--- config.mk ---
export PLATFORM = sky130hd
export DESIGN_NAME = rank_addressed_sequence_store
export DESIGN_NICKNAME = d
export VERILOG_FILES = /design/src/rtl/core/rass_pkg.sv /design/src/rtl/core/rass_cell.sv /design/src/rtl/core/rass_scan.sv /design/src/rtl/core/rank_addressed_sequence_store.sv
export SDC_FILE = /design/constraint.sdc
export NUM_CORES = 2
export LEC_CHECK = 0
export CORE_MARGIN = 5
export CORE_UTILIZATION = 65
export CTS_CLUSTER_DIAMETER = 60
export DETAILED_ROUTE_END_ITERATION = 8
export DONT_BUFFER_PORTS = 1
export HOLD_SLACK_MARGIN = 0.08
export PLACE_DENSITY = 0.81
export SLEW_MARGIN = 20
export SYNTH_ARGS = -nofsm -noshare
export SYNTH_HDL_FRONTEND = slang
export SYNTH_SLANG_ARGS = --single-unit
export TNS_END_PERCENT = 50
--- constraint.sdc ---
create_clock -name i_clk -period 17.4 [get_ports i_clk]
set_input_delay 1.74 -clock i_clk [delete_from_list [all_inputs] [get_ports i_clk]]
set_output_delay 1.74 -clock i_clk [all_outputs]
set_load 0.01 [all_outputs]
--- src/rtl/core/rass_pkg.sv ---
// ----------------------------------------------------------------------------
// rass_pkg
// Shared types, codes and widths of the rank-addressed sequence store.
// ----------------------------------------------------------------------------
package rass_pkg;

    localparam int DEPTH_DEF = 16;
    localparam int VALUE_W   = 32;
    localparam int RANK_W    = 7;
    localparam int REQ_W     = 3;
    localparam int STATUS_W  = 3;

    // request codes (6 and 7 are unused and behave as no-ops)
    localparam logic [REQ_W-1:0] REQ_INS_FRONT = 3'd0;
    localparam logic [REQ_W-1:0] REQ_INS_BACK  = 3'd1;
    localparam logic [REQ_W-1:0] REQ_INS_RANK  = 3'd2;
    localparam logic [REQ_W-1:0] REQ_DELETE    = 3'd3;
    localparam logic [REQ_W-1:0] REQ_REPLACE   = 3'd4;
    localparam logic [REQ_W-1:0] REQ_FIND      = 3'd5;

    // status codes
    localparam logic [STATUS_W-1:0] ST_OK       = 3'd0;
    localparam logic [STATUS_W-1:0] ST_RANGE    = 3'd1;
    localparam logic [STATUS_W-1:0] ST_EMPTY    = 3'd2;
    localparam logic [STATUS_W-1:0] ST_FULL     = 3'd3;
    localparam logic [STATUS_W-1:0] ST_NOTFOUND = 3'd4;

    typedef struct packed {
        logic [REQ_W-1:0]          req_type;
        logic [RANK_W-1:0]         rank;
        logic signed [VALUE_W-1:0] value;
    } t_req;

    typedef struct packed {
        logic [STATUS_W-1:0] status;
        logic [RANK_W-1:0]   match_rank;
        logic [RANK_W-1:0]   entry_count;
        logic                last_result;
    } t_result;

    typedef enum logic [1:0] {
        CELL_HOLD,
        CELL_INSERT,
        CELL_DELETE,
        CELL_REPLACE
    } t_cell_op;

    // broadcast to every cell of the chain
    typedef struct packed {
        t_cell_op          op;
        logic [RANK_W-1:0] pos;   // zero-based target index
    } t_cell_ctl;

    // one find hit from the scanner
    typedef struct packed {
        logic              valid;
        logic [RANK_W-1:0] match_rank;
        logic              last;
    } t_scan_out;

endpackage

--- src/rtl/core/rass_cell.sv ---
// ----------------------------------------------------------------------------
// rass_cell
// One entry of the chain: holds a value, shifts with its neighbors, compares.
// ----------------------------------------------------------------------------
module rass_cell #(
    parameter int IDX = 0
) (
    input  logic                                i_clk,
    input  rass_pkg::t_cell_ctl                 i_ctl,
    input  logic signed [rass_pkg::VALUE_W-1:0] i_new,
    input  logic signed [rass_pkg::VALUE_W-1:0] i_left,   // entry IDX-1
    input  logic signed [rass_pkg::VALUE_W-1:0] i_right,  // entry IDX+1
    input  logic signed [rass_pkg::VALUE_W-1:0] i_key,
    output logic signed [rass_pkg::VALUE_W-1:0] o_value,
    output logic                                o_match
);

    localparam logic [rass_pkg::RANK_W-1:0] MY_IDX = rass_pkg::RANK_W'(IDX);

    logic signed [rass_pkg::VALUE_W-1:0] r_value;
    logic signed [rass_pkg::VALUE_W-1:0] n_value;

    always_comb begin
        n_value = r_value;
        unique case (i_ctl.op)
            rass_pkg::CELL_INSERT: begin
                if (MY_IDX == i_ctl.pos) begin
                    n_value = i_new;
                end else if (MY_IDX > i_ctl.pos) begin
                    n_value = i_left;
                end
            end
            rass_pkg::CELL_DELETE: begin
                if (MY_IDX >= i_ctl.pos) begin
                    n_value = i_right;
                end
            end
            rass_pkg::CELL_REPLACE: begin
                if (MY_IDX == i_ctl.pos) begin
                    n_value = i_new;
                end
            end
            default: begin
                n_value = r_value;
            end
        endcase
    end

    always_ff @(posedge i_clk) begin
        r_value <= n_value;
    end

    assign o_value = r_value;
    assign o_match = (r_value == i_key);

endmodule

--- src/rtl/core/rass_scan.sv ---
// ----------------------------------------------------------------------------
// rass_scan
// Find-hit scanner: walks a registered hit mask lowest rank first, one a cycle.
// ----------------------------------------------------------------------------
module rass_scan #(
    parameter int DEPTH = rass_pkg::DEPTH_DEF
) (
    input  logic                  i_clk,
    input  logic                  i_rst_n,
    input  logic                  i_load,
    input  logic [DEPTH-1:0]      i_mask,
    output logic                  o_busy,
    output rass_pkg::t_scan_out   o_scan
);

    localparam int IDX_W = $clog2(DEPTH);

    logic [DEPTH-1:0] r_mask;
    logic [DEPTH-1:0] n_mask;
    logic [IDX_W-1:0] w_idx;

    // lowest set bit
    always_comb begin
        w_idx = '0;
        for (int i = DEPTH - 1; i >= 0; i--) begin
            if (r_mask[i]) begin
                w_idx = IDX_W'(i);
            end
        end
    end

    always_comb begin
        n_mask = r_mask & (r_mask - DEPTH'(1));
        if (i_load) begin
            n_mask = i_mask;
        end
    end

    always_ff @(posedge i_clk) begin
        if (!i_rst_n) begin
            r_mask <= '0;
        end else begin
            r_mask <= n_mask;
        end
    end

    assign o_busy            = (r_mask != '0);
    assign o_scan.valid      = (r_mask != '0);
    assign o_scan.match_rank = rass_pkg::RANK_W'(w_idx) + rass_pkg::RANK_W'(1);
    assign o_scan.last       = ((r_mask & (r_mask - DEPTH'(1))) == '0);

endmodule

--- src/rtl/core/rank_addressed_sequence_store.sv ---
// ----------------------------------------------------------------------------
// rank_addressed_sequence_store
// Ordered store of signed 32-bit values addressed by one-based rank.
// ----------------------------------------------------------------------------
// A request is taken when start is high and busy is low. Insert, delete,
// replace, unused codes and any request that fails its checks finish at the
// edge that takes them, where the chain of cells shifts or writes; the single
// result appears on o_result with o_strobe high in the next cycle, while a new
// request may already be taken. A find whose value matches k stored entries
// holds busy high while its hits drain and emits k results on consecutive
// cycles, lowest rank first, through the scanner mask and result registers;
// the hit scanner retires one match per cycle. A find with no match, or on an
// empty store, gives one result like any other request. Results cannot be
// held off: each is valid for exactly the one cycle that o_strobe marks.
// Entries carry no reset; only entries below the count can ever hit.
// ----------------------------------------------------------------------------
module rank_addressed_sequence_store #(
    parameter int DEPTH = rass_pkg::DEPTH_DEF
) (
    input  logic               i_clk,
    input  logic               i_rst_n,
    input  logic               start,
    output logic               busy,
    input  rass_pkg::t_req     i_req,
    output logic               o_strobe,
    output rass_pkg::t_result  o_result
);

    localparam int CNT_W = $clog2(DEPTH + 1);
    localparam int RW    = rass_pkg::RANK_W;

    // entry count
    logic [CNT_W-1:0] r_count;
    logic [CNT_W-1:0] n_count;

    // result register
    logic              r_strobe;
    logic              n_strobe;
    rass_pkg::t_result r_result;
    rass_pkg::t_result n_result;

    // chain wiring
    rass_pkg::t_cell_ctl                 w_ctl;
    logic signed [rass_pkg::VALUE_W-1:0] w_val [DEPTH];
    logic [DEPTH-1:0]                    w_hit;

    // scanner
    logic                w_scan_busy;
    logic                w_scan_load;
    rass_pkg::t_scan_out w_scan;

    logic             w_accept;
    logic             w_full;
    logic             w_empty;
    logic             w_rank_ok;   // rank within 1..count
    logic [RW-1:0]    w_count_ext;

    assign w_accept    = start && !busy;
    assign w_count_ext = RW'(r_count);
    assign w_full      = (r_count == CNT_W'(DEPTH));
    assign w_empty     = (r_count == '0);
    assign w_rank_ok   = (i_req.rank != '0) && (i_req.rank <= w_count_ext);

    // ---- cell chain ----
    for (genvar g = 0; g < DEPTH; g++) begin : g_cell
        logic signed [rass_pkg::VALUE_W-1:0] w_left;
        logic signed [rass_pkg::VALUE_W-1:0] w_right;
        logic                                w_match;

        if (g == 0) begin : g_first
            assign w_left = i_req.value;
        end else begin : g_mid_l
            assign w_left = w_val[g-1];
        end

        if (g == DEPTH - 1) begin : g_last
            assign w_right = w_val[g];
        end else begin : g_mid_r
            assign w_right = w_val[g+1];
        end

        rass_cell #(
            .IDX (g)
        ) u_cell (
            .i_clk   (i_clk),
            .i_ctl   (w_ctl),
            .i_new   (i_req.value),
            .i_left  (w_left),
            .i_right (w_right),
            .i_key   (i_req.value),
            .o_value (w_val[g]),
            .o_match (w_match)
        );

        // only live entries may hit
        assign w_hit[g] = w_match && (CNT_W'(g) < r_count);
    end

    // ---- request decode ----
    always_comb begin
        w_ctl.op    = rass_pkg::CELL_HOLD;
        w_ctl.pos   = '0;
        w_scan_load = 1'b0;
        n_count     = r_count;
        n_strobe    = 1'b0;
        n_result    = r_result;

        if (w_accept) begin
            n_strobe             = 1'b1;
            n_result.status      = rass_pkg::ST_OK;
            n_result.match_rank  = '0;
            n_result.last_result = 1'b1;
            priority if (i_req.req_type == rass_pkg::REQ_INS_FRONT ||
                         i_req.req_type == rass_pkg::REQ_INS_BACK) begin
                if (w_full) begin
                    n_result.status = rass_pkg::ST_FULL;
                end else begin
                    w_ctl.op  = rass_pkg::CELL_INSERT;
                    w_ctl.pos = (i_req.req_type == rass_pkg::REQ_INS_FRONT) ?
                                '0 : w_count_ext;
                    n_count   = r_count + CNT_W'(1);
                end
            end else if (i_req.req_type == rass_pkg::REQ_INS_RANK) begin
                if (w_full) begin
                    n_result.status = rass_pkg::ST_FULL;
                end else if (i_req.rank == RW'(1) || w_rank_ok) begin
                    w_ctl.op  = rass_pkg::CELL_INSERT;
                    w_ctl.pos = i_req.rank - RW'(1);
                    n_count   = r_count + CNT_W'(1);
                end else begin
                    n_result.status = rass_pkg::ST_RANGE;
                end
            end else if (i_req.req_type == rass_pkg::REQ_DELETE ||
                         i_req.req_type == rass_pkg::REQ_REPLACE) begin
                if (w_empty) begin
                    n_result.status = rass_pkg::ST_EMPTY;
                end else if (!w_rank_ok) begin
                    n_result.status = rass_pkg::ST_RANGE;
                end else if (i_req.req_type == rass_pkg::REQ_DELETE) begin
                    w_ctl.op  = rass_pkg::CELL_DELETE;
                    w_ctl.pos = i_req.rank - RW'(1);
                    n_count   = r_count - CNT_W'(1);
                end else begin
                    w_ctl.op  = rass_pkg::CELL_REPLACE;
                    w_ctl.pos = i_req.rank - RW'(1);
                end
            end else if (i_req.req_type == rass_pkg::REQ_FIND) begin
                if (w_empty) begin
                    n_result.status = rass_pkg::ST_EMPTY;
                end else if (w_hit == '0) begin
                    n_result.status = rass_pkg::ST_NOTFOUND;
                end else begin
                    // hits leave through the scanner
                    w_scan_load = 1'b1;
                    n_strobe    = 1'b0;
                end
            end else begin
                n_result.status = rass_pkg::ST_OK;   // unused code: no-op
            end
            n_result.entry_count = RW'(n_count);
        end else if (w_scan.valid) begin
            n_strobe             = 1'b1;
            n_result.status      = rass_pkg::ST_OK;
            n_result.match_rank  = w_scan.match_rank;
            n_result.entry_count = w_count_ext;
            n_result.last_result = w_scan.last;
        end
    end

    rass_scan #(
        .DEPTH (DEPTH)
    ) u_scan (
        .i_clk   (i_clk),
        .i_rst_n (i_rst_n),
        .i_load  (w_scan_load),
        .i_mask  (w_hit),
        .o_busy  (w_scan_busy),
        .o_scan  (w_scan)
    );

    always_ff @(posedge i_clk) begin
        if (!i_rst_n) begin
            r_count  <= '0;
            r_strobe <= 1'b0;
        end else begin
            r_count  <= n_count;
            r_strobe <= n_strobe;
        end
    end

    // payload, no reset
    always_ff @(posedge i_clk) begin
        r_result <= n_result;
    end

    assign busy     = w_scan_busy;
    assign o_strobe = r_strobe;
    assign o_result = r_result;

endmodule

After elaboration in Yosys (flattened, before gate mapping)
Index checks and enable logic that the tools add are counted.
{"block": "word_totals", "ff_bits": 550, "in_bits": 45, "output_inout_bits": 20, "elab_cells": 357}
{"block": "classes", "addsub": 5, "magnitude_cmp": 48, "n_eq_ne": 88, "mux": 144, "n_bitwise": 1, "reduce_logical": 48}
{"cell": "$mux 32", "count": 63}
{"cell": "$pmux 32 s3", "count": 15}
{"cell": "$eq 32x32->1", "count": 16}
{"cell": "$mux 4", "count": 16}
{"cell": "$pmux 32 s2", "count": 1}
{"cell": "$ne 2x1->1 const B", "count": 31}
{"cell": "$reduce_and 4->1", "count": 15}
{"cell": "$eq 4x7->1 const A", "count": 8}
{"cell": "$gt 4x7->1 const A", "count": 8}
{"cell": "$mux 9", "count": 6}
{"cell": "$mux 5", "count": 10}
{"cell": "$ge 4x7->1 const A", "count": 7}
{"cell": "$ne 3x1->1 const B", "count": 16}
{"cell": "$lt 4x5->1 const A", "count": 8}
{"cell": "$mux 18", "count": 2}
{"cell": "$logic_not 16->1", "count": 2}
{"cell": "$mux 8", "count": 4}
{"cell": "$eq 3x7->1 const A", "count": 4}
{"cell": "$ge 3x7->1 const A", "count": 4}
{"cell": "$gt 3x7->1 const A", "count": 4}
{"cell": "$lt 3x5->1 const A", "count": 4}
{"cell": "$logic_and 1x1->1", "count": 18}
{"cell": "$mux 3", "count": 6}
{"cell": "$mux 1", "count": 17}
{"cell": "34 further kinds", "count": 49}

Longest topological paths before layout
{"block": "depth", "word_depth": 19, "ltp_mapped": 15, "depth_no_buf": 10}

Modules after synthesis
From an unflattened synthesis, not the netlist that was laid out.
{"block": "unflattened", "cells_unflattened": 3994, "area_unflattened_um2": 41479.8}
{"mod": "rass_cell (g_cell[2].u_cell)", "instances": 1, "cells_per_inst": 193, "area_each_um2": 2424.8}
{"mod": "rass_cell (g_cell[14].u_cell)", "instances": 1, "cells_per_inst": 194, "area_each_um2": 2422.3}
{"mod": "rass_cell (g_cell[13].u_cell)", "instances": 1, "cells_per_inst": 189, "area_each_um2": 2406.1}
{"mod": "rass_cell (g_cell[9].u_cell)", "instances": 1, "cells_per_inst": 236, "area_each_um2": 2401.1}
{"mod": "rass_cell (g_cell[1].u_cell)", "instances": 1, "cells_per_inst": 192, "area_each_um2": 2399.8}
{"mod": "rass_cell (g_cell[3].u_cell)", "instances": 1, "cells_per_inst": 192, "area_each_um2": 2397.3}
{"mod": "rass_cell (g_cell[10].u_cell)", "instances": 1, "cells_per_inst": 237, "area_each_um2": 2391.0}
{"mod": "rass_cell (g_cell[15].u_cell)", "instances": 1, "cells_per_inst": 233, "area_each_um2": 2388.5}
{"mod": "rass_cell (g_cell[11].u_cell)", "instances": 1, "cells_per_inst": 236, "area_each_um2": 2368.5}
{"mod": "rass_cell (g_cell[12].u_cell)", "instances": 1, "cells_per_inst": 236, "area_each_um2": 2367.3}
{"mod": "rass_cell (g_cell[8].u_cell)", "instances": 1, "cells_per_inst": 233, "area_each_um2": 2367.3}
{"mod": "rass_cell (g_cell[4].u_cell)", "instances": 1, "cells_per_inst": 232, "area_each_um2": 2361.0}
{"mod": "rass_cell (g_cell[6].u_cell)", "instances": 1, "cells_per_inst": 234, "area_each_um2": 2361.0}
{"mod": "rass_cell (g_cell[0].u_cell)", "instances": 1, "cells_per_inst": 233, "area_each_um2": 2359.8}
{"mod": "+4 rows"}

Worst setup path before layout
OpenSTA, ideal clock, no wires.
{"block": "synth_timing", "kind": "input to register", "startpoint": "input port i_req[36] (netlist bit)", "endpoint": "register g_cell[1].u_cell.r_value (netlist bit g_cell[1].u_cell.o_value[0]), enable pin", "setup_ns": 0.501, "arrival_ns": 7.226, "t_required_ns": 16.899, "slack_ns": 9.673, "path_stages": 10, "path_buffers": 2, "cell_sequence": "ha_1 -> a2111oi_0 -> o211ai_1 -> a21oi_1 -> clkbuf_1 -> nand4_4 -> clkbuf_1 -> o21a_1 -> a21o_1 -> nor4_1"}
{"block": "synth_between", "elab_chain_cells": 11, "word_cells_on_any_way": 26, "classes_between": "1 x add/sub; 3 x order compare; 8 x eq/ne; 9 x mux; 5 x reduce/logical"}
{"item": "from (decl)", "line_no": "rank_addressed_sequence_store.sv:24", "rtl": "input rass_pkg::t_req i_req,"}
{"item": "$sub 7x1->7 (tied with other cells)", "line_no": "rank_addressed_sequence_store.sv:128, rank_addressed_sequence_store.sv:141, rank_addressed_sequence_store.sv:145"}
{"item": "$mux 8 or $logic_and 1x1->1 (tied branches)", "line_no": "rank_addressed_sequence_store.sv:139, rank_addressed_sequence_store.sv:62"}
{"item": "$mux 9 or $logic_or 1x1->1 (tied branches)", "line_no": "rank_addressed_sequence_store.sv:137, rank_addressed_sequence_store.sv:126"}
{"item": "$mux 9 or $mux 8 (tied branches)", "line_no": "rank_addressed_sequence_store.sv:135, rank_addressed_sequence_store.sv:126"}
{"item": "$mux 9 or $mux 8 (tied branches)", "line_no": "rank_addressed_sequence_store.sv:133, rank_addressed_sequence_store.sv:124"}
{"item": "$mux 9 *", "line_no": "rank_addressed_sequence_store.sv:123", "rtl": "end else if (i_req.req_type == rass_pkg::REQ_INS_RANK) begin"}
{"item": "$mux 9 *", "line_no": "rank_addressed_sequence_store.sv:113", "rtl": "priority if (i_req.req_type == rass_pkg::REQ_INS_FRONT ||"}
{"item": "$mux 9 *", "line_no": "rank_addressed_sequence_store.sv:108", "rtl": "if (w_accept) begin"}
{"item": "$gt 1x7->1 (tied with other cells)", "line_no": "rass_cell.sv:29", "rtl": "end else if (MY_IDX > i_ctl.pos) begin"}
{"item": "$ne 3x1->1 (no line) (tied with other cells)"}
{"item": "$reduce_and 4->1 (no line) *"}
{"item": "to (signal assigned)", "line_no": "rass_cell.sv:50", "rtl": "r_value <= n_value;"}
{"item": "to (decl)", "line_no": "rass_cell.sv:20", "rtl": "logic signed [rass_pkg::VALUE_W-1:0] r_value;"}
Every way passes the cells marked *; elsewhere a longest branch is shown, timed or not.
A chain may end at the register's enable or synchronous reset.

Final worst setup path
{"block": "layout_timing", "startpoint": "register r_count[4]", "endpoint": "register g_cell[11].u_cell.r_value (netlist bit g_cell[11].u_cell.o_value[4]), enable pin"}
{"block": "layout_between", "elab_chain_cells": 11, "word_cells_on_any_way": 26, "classes_between": "3 x order compare; 8 x eq/ne; 10 x mux; 5 x reduce/logical"}
{"item": "from (decl)", "line_no": "rank_addressed_sequence_store.sv:33", "rtl": "logic [CNT_W-1:0] r_count;"}
{"item": "from (signal assigned)", "line_no": "rank_addressed_sequence_store.sv:186", "rtl": "r_count <= n_count;"}
{"item": "$le 7x5->1", "line_no": "rank_addressed_sequence_store.sv:62", "rtl": "assign w_rank_ok = (i_req.rank != '0) && (i_req.rank <= w_count_ext);"}
{"item": "$logic_and 1x1->1", "line_no": "rank_addressed_sequence_store.sv:62"}
{"item": "$mux 9 or $logic_or 1x1->1 (tied branches)", "line_no": "rank_addressed_sequence_store.sv:137, rank_addressed_sequence_store.sv:126"}
{"item": "$mux 9 or $mux 8 (tied branches)", "line_no": "rank_addressed_sequence_store.sv:135, rank_addressed_sequence_store.sv:126"}
{"item": "$mux 9 or $mux 8 (tied branches)", "line_no": "rank_addressed_sequence_store.sv:133, rank_addressed_sequence_store.sv:124"}
{"item": "$mux 9", "line_no": "rank_addressed_sequence_store.sv:123"}
{"item": "$mux 9 *", "line_no": "rank_addressed_sequence_store.sv:113"}
{"item": "$mux 9 *", "line_no": "rank_addressed_sequence_store.sv:108"}
{"item": "$gt 4x7->1 (tied with other cells)", "line_no": "rass_cell.sv:29"}
{"item": "$ne 3x1->1 (no line) (tied with other cells)"}
{"item": "$reduce_and 4->1 (no line) *"}
{"item": "to (signal assigned)", "line_no": "rass_cell.sv:50"}
{"item": "to (decl)", "line_no": "rass_cell.sv:20"}
Marks and branches as above.

==> results.tsv <==
stage	metric	value	unit
synth	cell count after synthesis	3270	
floorplanning	Cell Rows	82	
grt	antenna violations before repair	4	
clock_tree	Root Driver	clkbuf_16	
timing	max-slew violation count	0	
floorplanning	initial core utilization	65.9	%
synth	most area-consuming cells after synthesis	edfxtp_1, xnor2_1, nor2_1	
placement	Port Buffers	0	
power_and_ir_drop	Pwr Density	86.3	nW/um2
setup_path	Critical Path RT	17.66	ns
routing	DRC violations left	0	
routing	Routed WL	114000	um
layout	layout cells sized above 1	7.23	%
synth	synthesized cell area	33000	um2
worst_hold_path	WHS Path Cells	2	
setup_path	R2R depth	10	
timing	Period minus WS final	6.11	ns
grt	pin count of the biggest net entering global routing	112	
timing	Slew headroom	16.2	%
synth	count of cell types in the netlist	79	
floorplanning	core area	50200	um2
grt	vias in the first global route	26300	
clock_tree	Worst-path clk slew	0.07	ns
layout	Nets	3127	
power_and_ir_drop	Clk network pwr share	39.3	%
synth	leading area contributor after synthesis	edfxtp_1	
setup_path	R2R Setup Slk	11.29	ns
layout	Fill cells	3555	
setup_path	data arrival time of the worst path	6.38	ns
power_and_ir_drop	PnR Total Power	3040	uW
grt	first-pass GRT wire length	167000	um
setup_path	CP delay by family, top	compound AO/OA/AOI/OAI gates	
layout	final core utilization	70.3	%
timing	RSZ-0062 raised after global routing	false	
power_and_ir_drop	Logic pwr share	8.8	%
clock_tree	CTS buffer count	58	
setup_path	Buffers & Inverters on Critical Path	1	
clock_tree	Post-CTS Repair Setup Buffers	0	
timing	final-report hold violation count	0	
clock_tree	H-tree Lvls	2	
timing	Slew @ Worst Pin	1.25	ns
routing	First DRT Iteration DRCs	5466	
setup_path	type of origin of the critical path	flop	
routing	Detailed Routing Iterations Pass 1	6	
floorplanning	die height	235	um
synth	Seq/Total Area, Yosys	49.0	%
timing	period utilization	35.1	%
synth	post-synthesis xor/xnor area fraction	13.7	%
floorplanning	Die Area	55400	um2
floorplanning	Die Wd	235	um
setup_path	Slowest cell on crit path	a21oi_4	
setup_path	Worst Path Max Fanout	32	
placement	Post-DP HPWL	77100	um
setup_path	Critical Path Max Stage Delay	0.91	ns
layout	Final Cell Area	35300	um2
layout	Area Growth Syn to Fin	6.73	%
setup_path	WP depth	10	
placement	post-placement cell area	33300	um2
setup_path	critical path class	reg2reg	
synth	mux contribution to synthesized area	2.21	%
routing	wire per inst	30.2	um
floorplanning	IO Count	65	
power_and_ir_drop	switching power	758	uW
job	MaxCap Viol Count	0	
grt	GR Overflow Total	0	
worst_hold_path	min-delay worst type	reg2reg	
run_status	status	finished, final reports clean	
power_and_ir_drop	Sw Ratio	24.9	%
synth	Synth Register Bits	548	
setup_path	critical-path cell list	inv_1 -> ha_1 -> a2111oi_0 -> o211ai_1 -> a21o_1 -> o31ai_2 -> nand4_1 -> nor2_1 -> o21ai_0 -> a21oi_4	
power_and_ir_drop	internal power	2280	uW
timing	Max Fclk	0.164	GHz
synth	Most used DFF post-synth	edfxtp_1	
synth	largest family of logic cells by synthesized area	compound AO/OA/AOI/OAI gates	
clock_tree	clock buffer depth	3	
power_and_ir_drop	Seq pwr share	51.9	%
power_and_ir_drop	maximum vdd ir drop	0.0715	mV
routing	ANT nets after route	0	
synth	post-synthesis simple-gate area fraction	13.6	%
synth	Adder-Cell Fraction of Synth Area	0.576	%
synth	Mean Syn Cell Area	10.1	um2
synth	Post-synth EDFFs	520	
placement	gpl congestion	0.958	
grt	GRT Total Usage	39.1	%
routing	Via density	7.46	
routing	routed via count	28300	
synth	Synth Area in Compound Gates	16.9	%
power_and_ir_drop	Lkg Pwr	0.0112	uW
clock_tree	Hold Buf Count CTS	0	
synth	share of the synthesized area in the top cell type	47.3	%
clock_tree	Sink Count	548	
synth	ys async rst share	0	%
clock_tree	clk_lat worst skew	0.65	ns
timing	Final setup viols	0	
clock_tree	Resized cells post-CTS	0	
setup_path	Crit. End Element	flop	
timing	setup TNS	0	ns
clock_tree	CTS tree	done	
timing	Setup Skew	0.0218	ns
synth	yosys warns	0	
[cells in the mapped netlist, drive strengths merged, types with 62 or more instances]
master,number
clkbuf,198
o22a,129
nand4,105
a21oi,78
nor4,62
nor2,657
buf,117
o22ai,324
o21a,136
xnor2,345
edfxtp,520
xor2,172
mux2,64
[placed cells by master, fill, tap and decap left out, drive strengths merged, types with 4 or more instances in the layout]
cell / instances
or3: 12
dfxtp: 28
or4: 9
o211ai: 7
nor2: 657
o21ai: 48
and2: 5
nand4: 105
nand3: 33
inv: 19
nor4: 62
nor3: 40
a31oi: 6
o21a: 136
edfxtp: 520
a21o: 4
buf: 52
mux2: 64
or2: 4
o41a: 5
xor2: 172
maj3: 4
a41oi: 4
nor3b: 7
a221oi: 4
and3: 8
o31ai: 16
ha: 12
o22a: 129
nand2b: 4
clkbuf: 71
o22ai: 324
clkinv: 26
a21oi: 78
a211oi: 5
conb: 4
nand2: 36
xnor2: 345
[routing by layer]
| metal | routed length, um | share of wire [%] | GRT usage [%] | vias to the layer above |
|---|---|---|---|---|
| met5 | 28 | 0.025 | 0 | - |
| met4 | 6340 | 5.5 | 17.3 | 4 |
| met2 | 46000 | 40 | 53.6 | 2951 |
| met3 | 21400 | 19 | 14.4 | 432 |
| li1 | - | - | - | 11700 |
| met1 | 40500 | 35 | 55.8 | 13200 |
[worst paths after layout]
kind | start | endpoint
setup / recovery | r_count[4] | g_cell[11].u_cell.o_value[4]
hold / removal | o_result[9] | o_result[9]
setup reg to reg | r_count[4] | g_cell[11].u_cell.o_value[4]
hold reg to reg | o_result[9] | o_result[9]
[worst reg2reg max path: stages (launching register included)]
cell and delay, ns:
dfxtp_1 0.72, inv_1 0.44, ha_1 0.42, a2111oi_0 0.58, o211ai_1 0.22, a21o_1 0.41, o31ai_2 0.58, nand4_1 0.67
nor2_1 0.52, o21ai_0 0.24, a21oi_4 0.91
[power by group through the flow]
stage / combinational [uW] / sequential [uW] / clock [uW]
2_1_floorplan: 238 / 1570 / 0
3_3_place_gp: 244 / 1600 / 0
3_5_place_dp: 255 / 1600 / 0
4_1_cts: 257 / 1570 / 1190
5_1_grt: 285 / 1580 / 1250
6_report: 266 / 1580 / 1200
[registers in the layout, summed over array words and instances, names as in the netlist]
name and count:
g_cell.u_cell.o_value 512, o_result 14, o_strobe 1, r_count 5, u_scan.r_mask 16
[metrics by stage]
| stage | std cells | worst slack [ns] | hold slack [ns] |
|---|---|---|---|
| 2_1_floorplan | 3273 | 9.67 | 0.480 |
| 4_1_cts | 3779 | 11.39 | 0.537 |
| 3_5_place_dp | 3677 | 10.90 | 0.526 |
| 5_1_grt | 3784 | 10.93 | 0.546 |
| 3_3_place_gp | 3674 | 10.96 | 0.504 |
| 6_report | 3785 | 11.29 | 0.535 |
[area by class of cell]
cell class                      instances  area (um2)  share of cell area (%)
Clock buffer                           71        1570                    4.46
Tap cell                              672         841                    2.38
Multi-Input combinational cell       2395       15900                    45.0
Timing Repair Buffer                   52         542                    1.54
Sequential cell                       548       16200                    45.9
Inverter                               15        56.3                   0.160
Clock inverter                         31         201                   0.571
Antenna cell                            1        2.50                 0.00710
[cell families (layout without fill, tap and decap cells)]
family | after synthesis | in the layout
other cells | 1 | 5
fa+ha+maj | 16 | 16
compound gates | 798 | 798
mux | 65 | 65
xor+xnor | 517 | 517
buf+inv | 330 | 169
flops | 548 | 548
simple gates | 995 | 995
No activity file was read; power rests on OpenSTA's default activity.
